`src/rtl/esm_pkg.sv`:
```
// ----------------------------------------------------------------------------
// Encoder speed measurement package
// Shared widths, reset values, codes and types for the speed measurement block.
// ----------------------------------------------------------------------------
package esm_pkg;

    localparam int CNT_W    = 32;
    localparam int TIME_W   = 64;
    localparam int CFG_W    = 32;
    localparam int CFG_IDX_W = 2;
    localparam int NUM_W    = 84;
    localparam int DEN_W    = 80;
    localparam int QUO_W    = 32;
    localparam int DIV_STEPS = QUO_W;
    localparam int STEP_W   = $clog2(DIV_STEPS + 1);

    localparam logic [15:0] CALC_INTERVAL_RST = 16'd10;
    localparam logic [15:0] PPR_RST           = 16'd1024;
    localparam logic [31:0] TIMER_HZ_RST      = 32'd240000000;
    localparam logic [31:0] US_PER_SEC        = 32'd1000000;
    localparam logic [31:0] SPEED_MAX         = 32'h7FFF_FFFF;
    localparam logic [31:0] SPEED_MIN         = 32'h8000_0000;

    localparam logic [CFG_IDX_W-1:0] CFG_CALC_INTERVAL = 2'd0;
    localparam logic [CFG_IDX_W-1:0] CFG_PULSES_PER_REV = 2'd1;
    localparam logic [CFG_IDX_W-1:0] CFG_TIMER_HZ      = 2'd2;

    typedef enum logic [3:0] {
        ST_IDLE,
        ST_PREP,
        ST_MUL_S,
        ST_MUL_D0,
        ST_MUL_D1,
        ST_ADD_D,
        ST_SPD_GO,
        ST_SPD_WAIT,
        ST_MUL_I0,
        ST_MUL_I1,
        ST_ADD_I,
        ST_INT_GO,
        ST_INT_WAIT,
        ST_RESP
    } state_t;

    typedef struct packed {
        logic busy;
        logic done;
    } div_stat_t;

endpackage

```
`src/rtl/esm_div.sv`:
```
// ----------------------------------------------------------------------------
// Iterative restoring divider
// Produces a 32-bit quotient one bit per cycle, saturated to all ones when the
// true quotient does not fit.
// ----------------------------------------------------------------------------
module esm_div
(
    input  logic                       clk,
    input  logic                       rst_n,
    input  logic                       start,
    input  logic [esm_pkg::NUM_W-1:0]  num,
    input  logic [esm_pkg::DEN_W-1:0]  den,
    output esm_pkg::div_stat_t         stat,
    output logic [esm_pkg::QUO_W-1:0]  quo
);

    logic [esm_pkg::DEN_W-1:0]   rem_reg;
    logic [esm_pkg::DEN_W-1:0]   den_reg;
    logic [esm_pkg::QUO_W-1:0]   quo_reg;
    logic [esm_pkg::STEP_W-1:0]  cnt_reg;
    logic                        busy_reg;
    logic                        done_reg;
    logic                        ovf;
    logic [esm_pkg::DEN_W+1:0]   trial;

    assign ovf   = {{(esm_pkg::DEN_W - esm_pkg::NUM_W + esm_pkg::QUO_W){1'b0}},
                    num[esm_pkg::NUM_W-1:esm_pkg::QUO_W]} >= den;
    assign trial = {1'b0, rem_reg, quo_reg[esm_pkg::QUO_W-1]} - {2'b00, den_reg};

    always_ff @(posedge clk or negedge rst_n)
    begin
        if (!rst_n)
        begin
            busy_reg <= 1'b0;
            done_reg <= 1'b0;
            cnt_reg  <= '0;
        end
        else
        begin
            done_reg <= 1'b0;
            if (start)
            begin
                if (ovf)
                begin
                    busy_reg <= 1'b0;
                    done_reg <= 1'b1;
                end
                else
                begin
                    busy_reg <= 1'b1;
                    cnt_reg  <= esm_pkg::STEP_W'(esm_pkg::DIV_STEPS);
                end
            end
            else if (busy_reg)
            begin
                cnt_reg <= cnt_reg - 1'b1;
                if (cnt_reg == esm_pkg::STEP_W'(1))
                begin
                    busy_reg <= 1'b0;
                    done_reg <= 1'b1;
                end
            end
        end
    end

    always_ff @(posedge clk)
    begin
        if (start)
        begin
            den_reg <= den;
            if (ovf)
            begin
                quo_reg <= '1;
            end
            else
            begin
                rem_reg <= {{(esm_pkg::DEN_W - esm_pkg::NUM_W + esm_pkg::QUO_W){1'b0}},
                            num[esm_pkg::NUM_W-1:esm_pkg::QUO_W]};
                quo_reg <= num[esm_pkg::QUO_W-1:0];
            end
        end
        else if (busy_reg)
        begin
            if (!trial[esm_pkg::DEN_W+1])
            begin
                rem_reg <= trial[esm_pkg::DEN_W-1:0];
            end
            else
            begin
                rem_reg <= {rem_reg[esm_pkg::DEN_W-2:0], quo_reg[esm_pkg::QUO_W-1]};
            end
            quo_reg <= {quo_reg[esm_pkg::QUO_W-2:0], ~trial[esm_pkg::DEN_W+1]};
        end
    end

    assign stat.busy = busy_reg;
    assign stat.done = done_reg;
    assign quo       = quo_reg;

endmodule

```
`src/rtl/encoder_speed_measure.sv`:
```
// ----------------------------------------------------------------------------
// Encoder speed measurement
// Counts periodic calls and, every calc_interval calls, measures encoder speed
// in signed Q15.16 rev/s and the elapsed interval in microseconds.
// ----------------------------------------------------------------------------
// Each transaction on the input channel yields exactly one result transaction.
// A restart or a periodic call that does not compute goes from the idle state
// straight to the response state, where its result is loaded. For a computing
// call a single 32x32 multiplier builds the operands of each division, and one
// shared restoring divider runs two divisions, first one for the speed and then
// one for the interval. A division whose quotient does not fit in 32 bits ends
// at once. A zero elapsed time skips both and goes from the preparation state
// straight to the response state. The response state also waits for the output
// register to free up. The input is not ready while a call is being worked on,
// but a new call is accepted while the previous result still waits on the
// output.
module encoder_speed_measure
(
    input  logic                          clk,
    input  logic                          rst_n,
    input  logic                          cfg_we,
    input  logic [esm_pkg::CFG_IDX_W-1:0] cfg_index,
    input  logic [esm_pkg::CFG_W-1:0]     cfg_data,
    input  logic                          in_valid,
    output logic                          in_ready,
    input  logic                          action,
    input  logic signed [31:0]            encoder_count,
    input  logic [63:0]                   time_now,
    output logic                          out_valid,
    input  logic                          out_ready,
    output logic signed [31:0]            speed_q16,
    output logic [31:0]                   interval_us,
    output logic                          updated,
    output logic                          divide_fault
);

    esm_pkg::state_t state_reg, state_next;

    logic [15:0] calc_interval_reg;
    logic [15:0] ppr_reg;
    logic [31:0] hz_reg;
    logic [15:0] call_counter_reg;
    logic [15:0] call_counter_next;
    logic [31:0] prior_count_reg;
    logic [63:0] prior_time_reg;
    logic [31:0] held_speed_reg;
    logic [31:0] held_interval_reg;
    logic        upd_flag_reg;
    logic        fault_flag_reg;
    logic        out_valid_reg;

    logic [31:0] diff_reg;
    logic [63:0] ticks_reg;
    logic [31:0] mag_reg;
    logic        neg_reg;
    logic [63:0] prod_reg;
    logic [esm_pkg::NUM_W-1:0] num_reg;
    logic [esm_pkg::DEN_W-1:0] den_reg;
    logic [31:0] speed_out_reg;
    logic [31:0] interval_out_reg;
    logic        updated_out_reg;
    logic        fault_out_reg;

    logic [15:0] ppr_eff;
    logic [31:0] hz_eff;
    logic        calc_hit;
    logic        ticks_zero;
    logic        out_free;
    logic        div_start;
    logic [31:0] mul_a;
    logic [31:0] mul_b;
    logic [31:0] speed_limit;
    logic [31:0] speed_mag;
    logic [31:0] fault_speed;
    logic [31:0] div_quo;
    esm_pkg::div_stat_t div_stat;

    assign ppr_eff           = (ppr_reg == '0) ? 16'd1 : ppr_reg;
    assign hz_eff            = (hz_reg == '0) ? 32'd1 : hz_reg;
    assign call_counter_next = call_counter_reg + 16'd1;
    assign calc_hit          = call_counter_next >= calc_interval_reg;
    assign ticks_zero        = ticks_reg == '0;
    assign out_free          = !out_valid_reg || out_ready;
    assign speed_limit       = neg_reg ? esm_pkg::SPEED_MIN : esm_pkg::SPEED_MAX;
    assign speed_mag         = (div_quo > speed_limit) ? speed_limit : div_quo;
    assign fault_speed       = (diff_reg == '0) ? 32'd0 :
                               (diff_reg[31] ? esm_pkg::SPEED_MIN : esm_pkg::SPEED_MAX);

    esm_div u_div
    (
        .clk   (clk),
        .rst_n (rst_n),
        .start (div_start),
        .num   (num_reg),
        .den   (den_reg),
        .stat  (div_stat),
        .quo   (div_quo)
    );

    always_ff @(posedge clk or negedge rst_n)
    begin
        if (!rst_n)
        begin
            state_reg <= esm_pkg::ST_IDLE;
        end
        else
        begin
            state_reg <= state_next;
        end
    end

    always_comb
    begin
        state_next = state_reg;
        div_start  = 1'b0;
        in_ready   = 1'b0;
        mul_a      = mag_reg;
        mul_b      = hz_eff;
        case (state_reg)
            esm_pkg::ST_IDLE:
            begin
                in_ready = 1'b1;
                if (in_valid)
                begin
                    state_next = (!action && calc_hit) ? esm_pkg::ST_PREP : esm_pkg::ST_RESP;
                end
            end
            esm_pkg::ST_PREP:
            begin
                state_next = ticks_zero ? esm_pkg::ST_RESP : esm_pkg::ST_MUL_S;
            end
            esm_pkg::ST_MUL_S:
            begin
                state_next = esm_pkg::ST_MUL_D0;
            end
            esm_pkg::ST_MUL_D0:
            begin
                mul_a      = {16'd0, ppr_eff};
                mul_b      = ticks_reg[31:0];
                state_next = esm_pkg::ST_MUL_D1;
            end
            esm_pkg::ST_MUL_D1:
            begin
                mul_a      = {16'd0, ppr_eff};
                mul_b      = ticks_reg[63:32];
                state_next = esm_pkg::ST_ADD_D;
            end
            esm_pkg::ST_ADD_D:
            begin
                state_next = esm_pkg::ST_SPD_GO;
            end
            esm_pkg::ST_SPD_GO:
            begin
                div_start  = 1'b1;
                state_next = esm_pkg::ST_SPD_WAIT;
            end
            esm_pkg::ST_SPD_WAIT:
            begin
                if (div_stat.done)
                begin
                    state_next = esm_pkg::ST_MUL_I0;
                end
            end
            esm_pkg::ST_MUL_I0:
            begin
                mul_a      = ticks_reg[31:0];
                mul_b      = esm_pkg::US_PER_SEC;
                state_next = esm_pkg::ST_MUL_I1;
            end
            esm_pkg::ST_MUL_I1:
            begin
                mul_a      = ticks_reg[63:32];
                mul_b      = esm_pkg::US_PER_SEC;
                state_next = esm_pkg::ST_ADD_I;
            end
            esm_pkg::ST_ADD_I:
            begin
                state_next = esm_pkg::ST_INT_GO;
            end
            esm_pkg::ST_INT_GO:
            begin
                div_start  = 1'b1;
                state_next = esm_pkg::ST_INT_WAIT;
            end
            esm_pkg::ST_INT_WAIT:
            begin
                if (div_stat.done)
                begin
                    state_next = esm_pkg::ST_RESP;
                end
            end
            esm_pkg::ST_RESP:
            begin
                if (out_free)
                begin
                    state_next = esm_pkg::ST_IDLE;
                end
            end
            default:
            begin
                state_next = esm_pkg::ST_IDLE;
            end
        endcase
    end

    always_ff @(posedge clk or negedge rst_n)
    begin
        if (!rst_n)
        begin
            calc_interval_reg <= esm_pkg::CALC_INTERVAL_RST;
            ppr_reg           <= esm_pkg::PPR_RST;
            hz_reg            <= esm_pkg::TIMER_HZ_RST;
            call_counter_reg  <= '0;
            prior_count_reg   <= '0;
            prior_time_reg    <= '0;
            held_speed_reg    <= '0;
            held_interval_reg <= '0;
            upd_flag_reg      <= 1'b0;
            fault_flag_reg    <= 1'b0;
            out_valid_reg     <= 1'b0;
        end
        else
        begin
            if (cfg_we)
            begin
                case (cfg_index)
                    esm_pkg::CFG_CALC_INTERVAL:  calc_interval_reg <= cfg_data[15:0];
                    esm_pkg::CFG_PULSES_PER_REV: ppr_reg <= cfg_data[15:0];
                    esm_pkg::CFG_TIMER_HZ:       hz_reg <= cfg_data;
                    default:                     ;
                endcase
            end

            case (state_reg)
                esm_pkg::ST_IDLE:
                begin
                    if (in_valid)
                    begin
                        fault_flag_reg <= 1'b0;
                        if (action)
                        begin
                            prior_count_reg <= '0;
                            held_speed_reg  <= '0;
                            prior_time_reg  <= time_now;
                            upd_flag_reg    <= 1'b0;
                        end
                        else
                        begin
                            call_counter_reg <= calc_hit ? 16'd0 : call_counter_next;
                            upd_flag_reg     <= calc_hit;
                            if (calc_hit)
                            begin
                                prior_count_reg <= $unsigned(encoder_count);
                                prior_time_reg  <= time_now;
                            end
                        end
                    end
                end
                esm_pkg::ST_PREP:
                begin
                    if (ticks_zero)
                    begin
                        fault_flag_reg    <= 1'b1;
                        held_speed_reg    <= fault_speed;
                        held_interval_reg <= '0;
                    end
                end
                esm_pkg::ST_SPD_WAIT:
                begin
                    if (div_stat.done)
                    begin
                        held_speed_reg <= neg_reg ? (32'd0 - speed_mag) : speed_mag;
                    end
                end
                esm_pkg::ST_INT_WAIT:
                begin
                    if (div_stat.done)
                    begin
                        held_interval_reg <= div_quo;
                    end
                end
                default:
                begin
                end
            endcase

            if (state_reg == esm_pkg::ST_RESP && out_free)
            begin
                out_valid_reg <= 1'b1;
            end
            else if (out_ready)
            begin
                out_valid_reg <= 1'b0;
            end
        end
    end

    always_ff @(posedge clk)
    begin
        prod_reg <= mul_a * mul_b;
        case (state_reg)
            esm_pkg::ST_IDLE:
            begin
                diff_reg  <= $unsigned(encoder_count) - prior_count_reg;
                ticks_reg <= time_now - prior_time_reg;
            end
            esm_pkg::ST_PREP:
            begin
                neg_reg <= diff_reg[31];
                mag_reg <= diff_reg[31] ? (32'd0 - diff_reg) : diff_reg;
            end
            esm_pkg::ST_MUL_D0:
            begin
                num_reg <= {4'd0, prod_reg, 16'd0};
            end
            esm_pkg::ST_MUL_D1:
            begin
                den_reg <= {16'd0, prod_reg};
            end
            esm_pkg::ST_ADD_D:
            begin
                den_reg <= den_reg + {prod_reg[47:0], 32'd0};
            end
            esm_pkg::ST_MUL_I1:
            begin
                num_reg <= {20'd0, prod_reg};
            end
            esm_pkg::ST_ADD_I:
            begin
                num_reg <= num_reg + {prod_reg[51:0], 32'd0};
                den_reg <= {48'd0, hz_eff};
            end
            default:
            begin
            end
        endcase

        if (state_reg == esm_pkg::ST_RESP && out_free)
        begin
            speed_out_reg    <= held_speed_reg;
            interval_out_reg <= held_interval_reg;
            updated_out_reg  <= upd_flag_reg;
            fault_out_reg    <= fault_flag_reg;
        end
    end

    assign out_valid    = out_valid_reg;
    assign speed_q16    = $signed(speed_out_reg);
    assign interval_us  = interval_out_reg;
    assign updated      = updated_out_reg;
    assign divide_fault = fault_out_reg;

endmodule

```
`config.mk`:
```
export PLATFORM = sky130hd
export DESIGN_NAME = encoder_speed_measure
export DESIGN_NICKNAME = d
export VERILOG_FILES = /design/src/rtl/esm_pkg.sv /design/src/rtl/esm_div.sv /design/src/rtl/encoder_speed_measure.sv
export SDC_FILE = /design/constraint.sdc
export NUM_CORES = 2
export LEC_CHECK = 0
export BUFFER_PORTS_ARGS = -buffer_cell sky130_fd_sc_hd__buf_2
export CAP_MARGIN = 0
export CORE_ASPECT_RATIO = 1.25
export CORE_MARGIN = 5
export CORE_UTILIZATION = 60
export CTS_CLUSTER_DIAMETER = 150
export DETAILED_ROUTE_END_ITERATION = 8
export PLACE_DENSITY = 0.81
export SLEW_MARGIN = 0
export SYNTH_ARGS = -nofsm -noshare
export SYNTH_HDL_FRONTEND = slang
export SYNTH_HIERARCHICAL = 1
export SYNTH_SLANG_ARGS = --single-unit
```
`constraint.sdc`:
```
create_clock -name clk -period 12.7 [get_ports clk]
set_clock_uncertainty 0.1 [all_clocks]
set_input_delay 2.54 -clock clk [delete_from_list [all_inputs] [get_ports clk]]
set_output_delay 2.54 -clock clk [all_outputs]
set_load 0.005 [all_outputs]
```
==> results.json <==
{
  "yosysWarnings": 6,
  "cp_slowest_cell": "and2_0",
  "start_util_pct": 60.16,
  "r2r_start": "state_reg[1]$_DFFE_PN0P_",
  "slew_violations": 0,
  "setup_tns_ps": 0,
  "grt_pass1_vias": 69580,
  "antenna_found_initial": 15,
  "tritoncts": "yes",
  "end_kind": "flop",
  "netlist_area_um2": 84510,
  "finalCriticalPeriod_ps": 11480,
  "setup_violations": 0,
  "r2r_slack_ps": 1220,
  "post_cts_buffers": 0,
  "port_buffers": 203,
  "pin_count": 204,
  "grt_pass1_wl_um": 411800,
  "hpwl_um": 211800,
  "cap_violations": 0,
  "firstDrtPassIters": 7,
  "fmax_mhz": 87.14,
  "remaining_drc_errors": 0,
  "final_common_cell": "inv_1",
  "vias_per_cell": 6.255,
  "cts_resized": 0,
  "clk_pin_slew_ps": 70,
  "grt_max_degree": 124,
  "drt_iter0_drc": 6681,
  "core_um2": 140500,
  "tightest_slew_ps": 1450,
  "reg2regPathDepth": 31,
  "overflow": 0,
  "crit_type": "flop to flop",
  "postRouteAntennaNets": 0,
  "numCtsBuffers": 89,
  "die_area_um2": 148500,
  "final_cell_mix": "1246 x inv_1, 1077 x nand2_1, 901 x fa_1",
  "htree_num_levels": 3,
  "die_x_um": 345.7,
  "arrival_ps": 11980,
  "rows": 154,
  "cp_data_required_time_ps": 13200,
  "timing.slew.headroom_pct": 2.677,
  "cts_hold_buf": 0,
  "clk_latency_ps": 720,
  "postSynthCellCount": 8944,
  "rsz0062_at_grt": "no",
  "totalWireLength_um": 270200,
  "min_from": "held_interval_reg[5]$_DFFE_PN0P_",
  "drive_gt1_share_pct": 7.088,
  "slowest_delay_ps": 930,
  "place_congestion": 1.060,
  "vias": 68075,
  "nets": 10604,
  "crit_path_start_kind": "flop",
  "numClockSinks": 870,
  "synth_nets": 10621,
  "hold_path_end": "interval_us[5]$_DFFE_PP_",
  "critPathMaxFanout": 30,
  "cts_root_buffer": "clkbuf_16",
  "cts_buffer_depth": 3,
  "track_usage_pct": 35.96,
  "status": "completed",
  "report.final.hold_viol_count": 0,
  "area_growth_pct": 6.944,
  "largest_reg_flops": 84,
  "min_delay_path_depth": 0,
  "syn_avg_cell_area_um2": 9.449,
  "cp_common_cell": "fa_1",
  "wire_per_inst_um": 24.83,
  "timing.final.crit_share_pct": 90.36,
  "hold_class": "flop to flop",
  "r2r_end": "prod_reg[63]$_DFF_P_",
  "die_h_um": 429.6,
  "n_fill_cell": 11207
}
layout make-up:
cell class                      instances  area, um2  share of cell area, %
Clock buffer                          112       2446                  2.706
Tap cell                             1872       2342                  2.592
Inverter                             1249       4688                  5.187
Antenna cell                           11      27.53                0.03046
Sequential cell                       870      24220                  26.80
Timing Repair Buffer                  318       1902                  2.104
Multi-Input combinational cell       6399      54050                  59.80
Clock inverter                         53      699.4                 0.7739
worst max-delay path, delay by kind of cell (launching register included):
family,cells,cell delay [ps]
adders and majority gates,9,4640
and+or+nand+nor,11,3610
AOI/OAI and AO/OA,6,1840
buffers and inverters,5,600
DFF,1,550
worst max path at each step:
| stage | slack, ps | startpoint | endpoint | cells after the start |
|---|---|---|---|---|
| after global routing | 690 | state_reg[1]$_DFFE_PN0P_ | prod_reg[63]$_DFF_P_ | 32 |
| after detailed placement | 1370 | state_reg[1]$_DFFE_PN0P_ | prod_reg[63]$_DFF_P_ | 31 |
| after CTS | 1360 | state_reg[1]$_DFFE_PN0P_ | prod_reg[63]$_DFF_P_ | 31 |
| final | 1220 | state_reg[1]$_DFFE_PN0P_ | prod_reg[63]$_DFF_P_ | 31 |
| after floorplan | 2490 | state_reg[1]$_DFFE_PN0P_ | in_ready | 3 |
| after global placement | 1580 | state_reg[1]$_DFFE_PN0P_ | prod_reg[63]$_DFF_P_ | 31 |
routing by layer:
metal | vias up | wire [um] | GRT usage [%]
met5 | - | 53 | 0
met4 | 8 | 25890 | 26.81
met3 | 1132 | 25140 | 8.275
met2 | 3624 | 123600 | 57.54
met1 | 33373 | 95530 | 42.58
li1 | 29938 | - | -
per-stage QoR:
| stage | util (%) | cell area [um2] | hold slack [ps] | cells | setup slack (ps) |
|---|---|---|---|---|---|
| 3_5_place_dp | 62.08 | 87210 | 330.2 | 10708 | 1369 |
| 4_1_cts | 64.32 | 90350 | 343.5 | 10873 | 1359 |
| 3_3_place_gp | 62.08 | 87210 | 330.5 | 10708 | 1578 |
| 5_1_grt | 64.32 | 90350 | 349.1 | 10874 | 688.4 |
| 2_1_floorplan | - | 84510 | 324.4 | 8944 | 2495 |
| 6_report | 64.34 | 90380 | 344.3 | 10884 | 1224 |
Power is not shown: default switching activity piles up to over one toggle a cycle in this logic, so the estimate is an artifact.
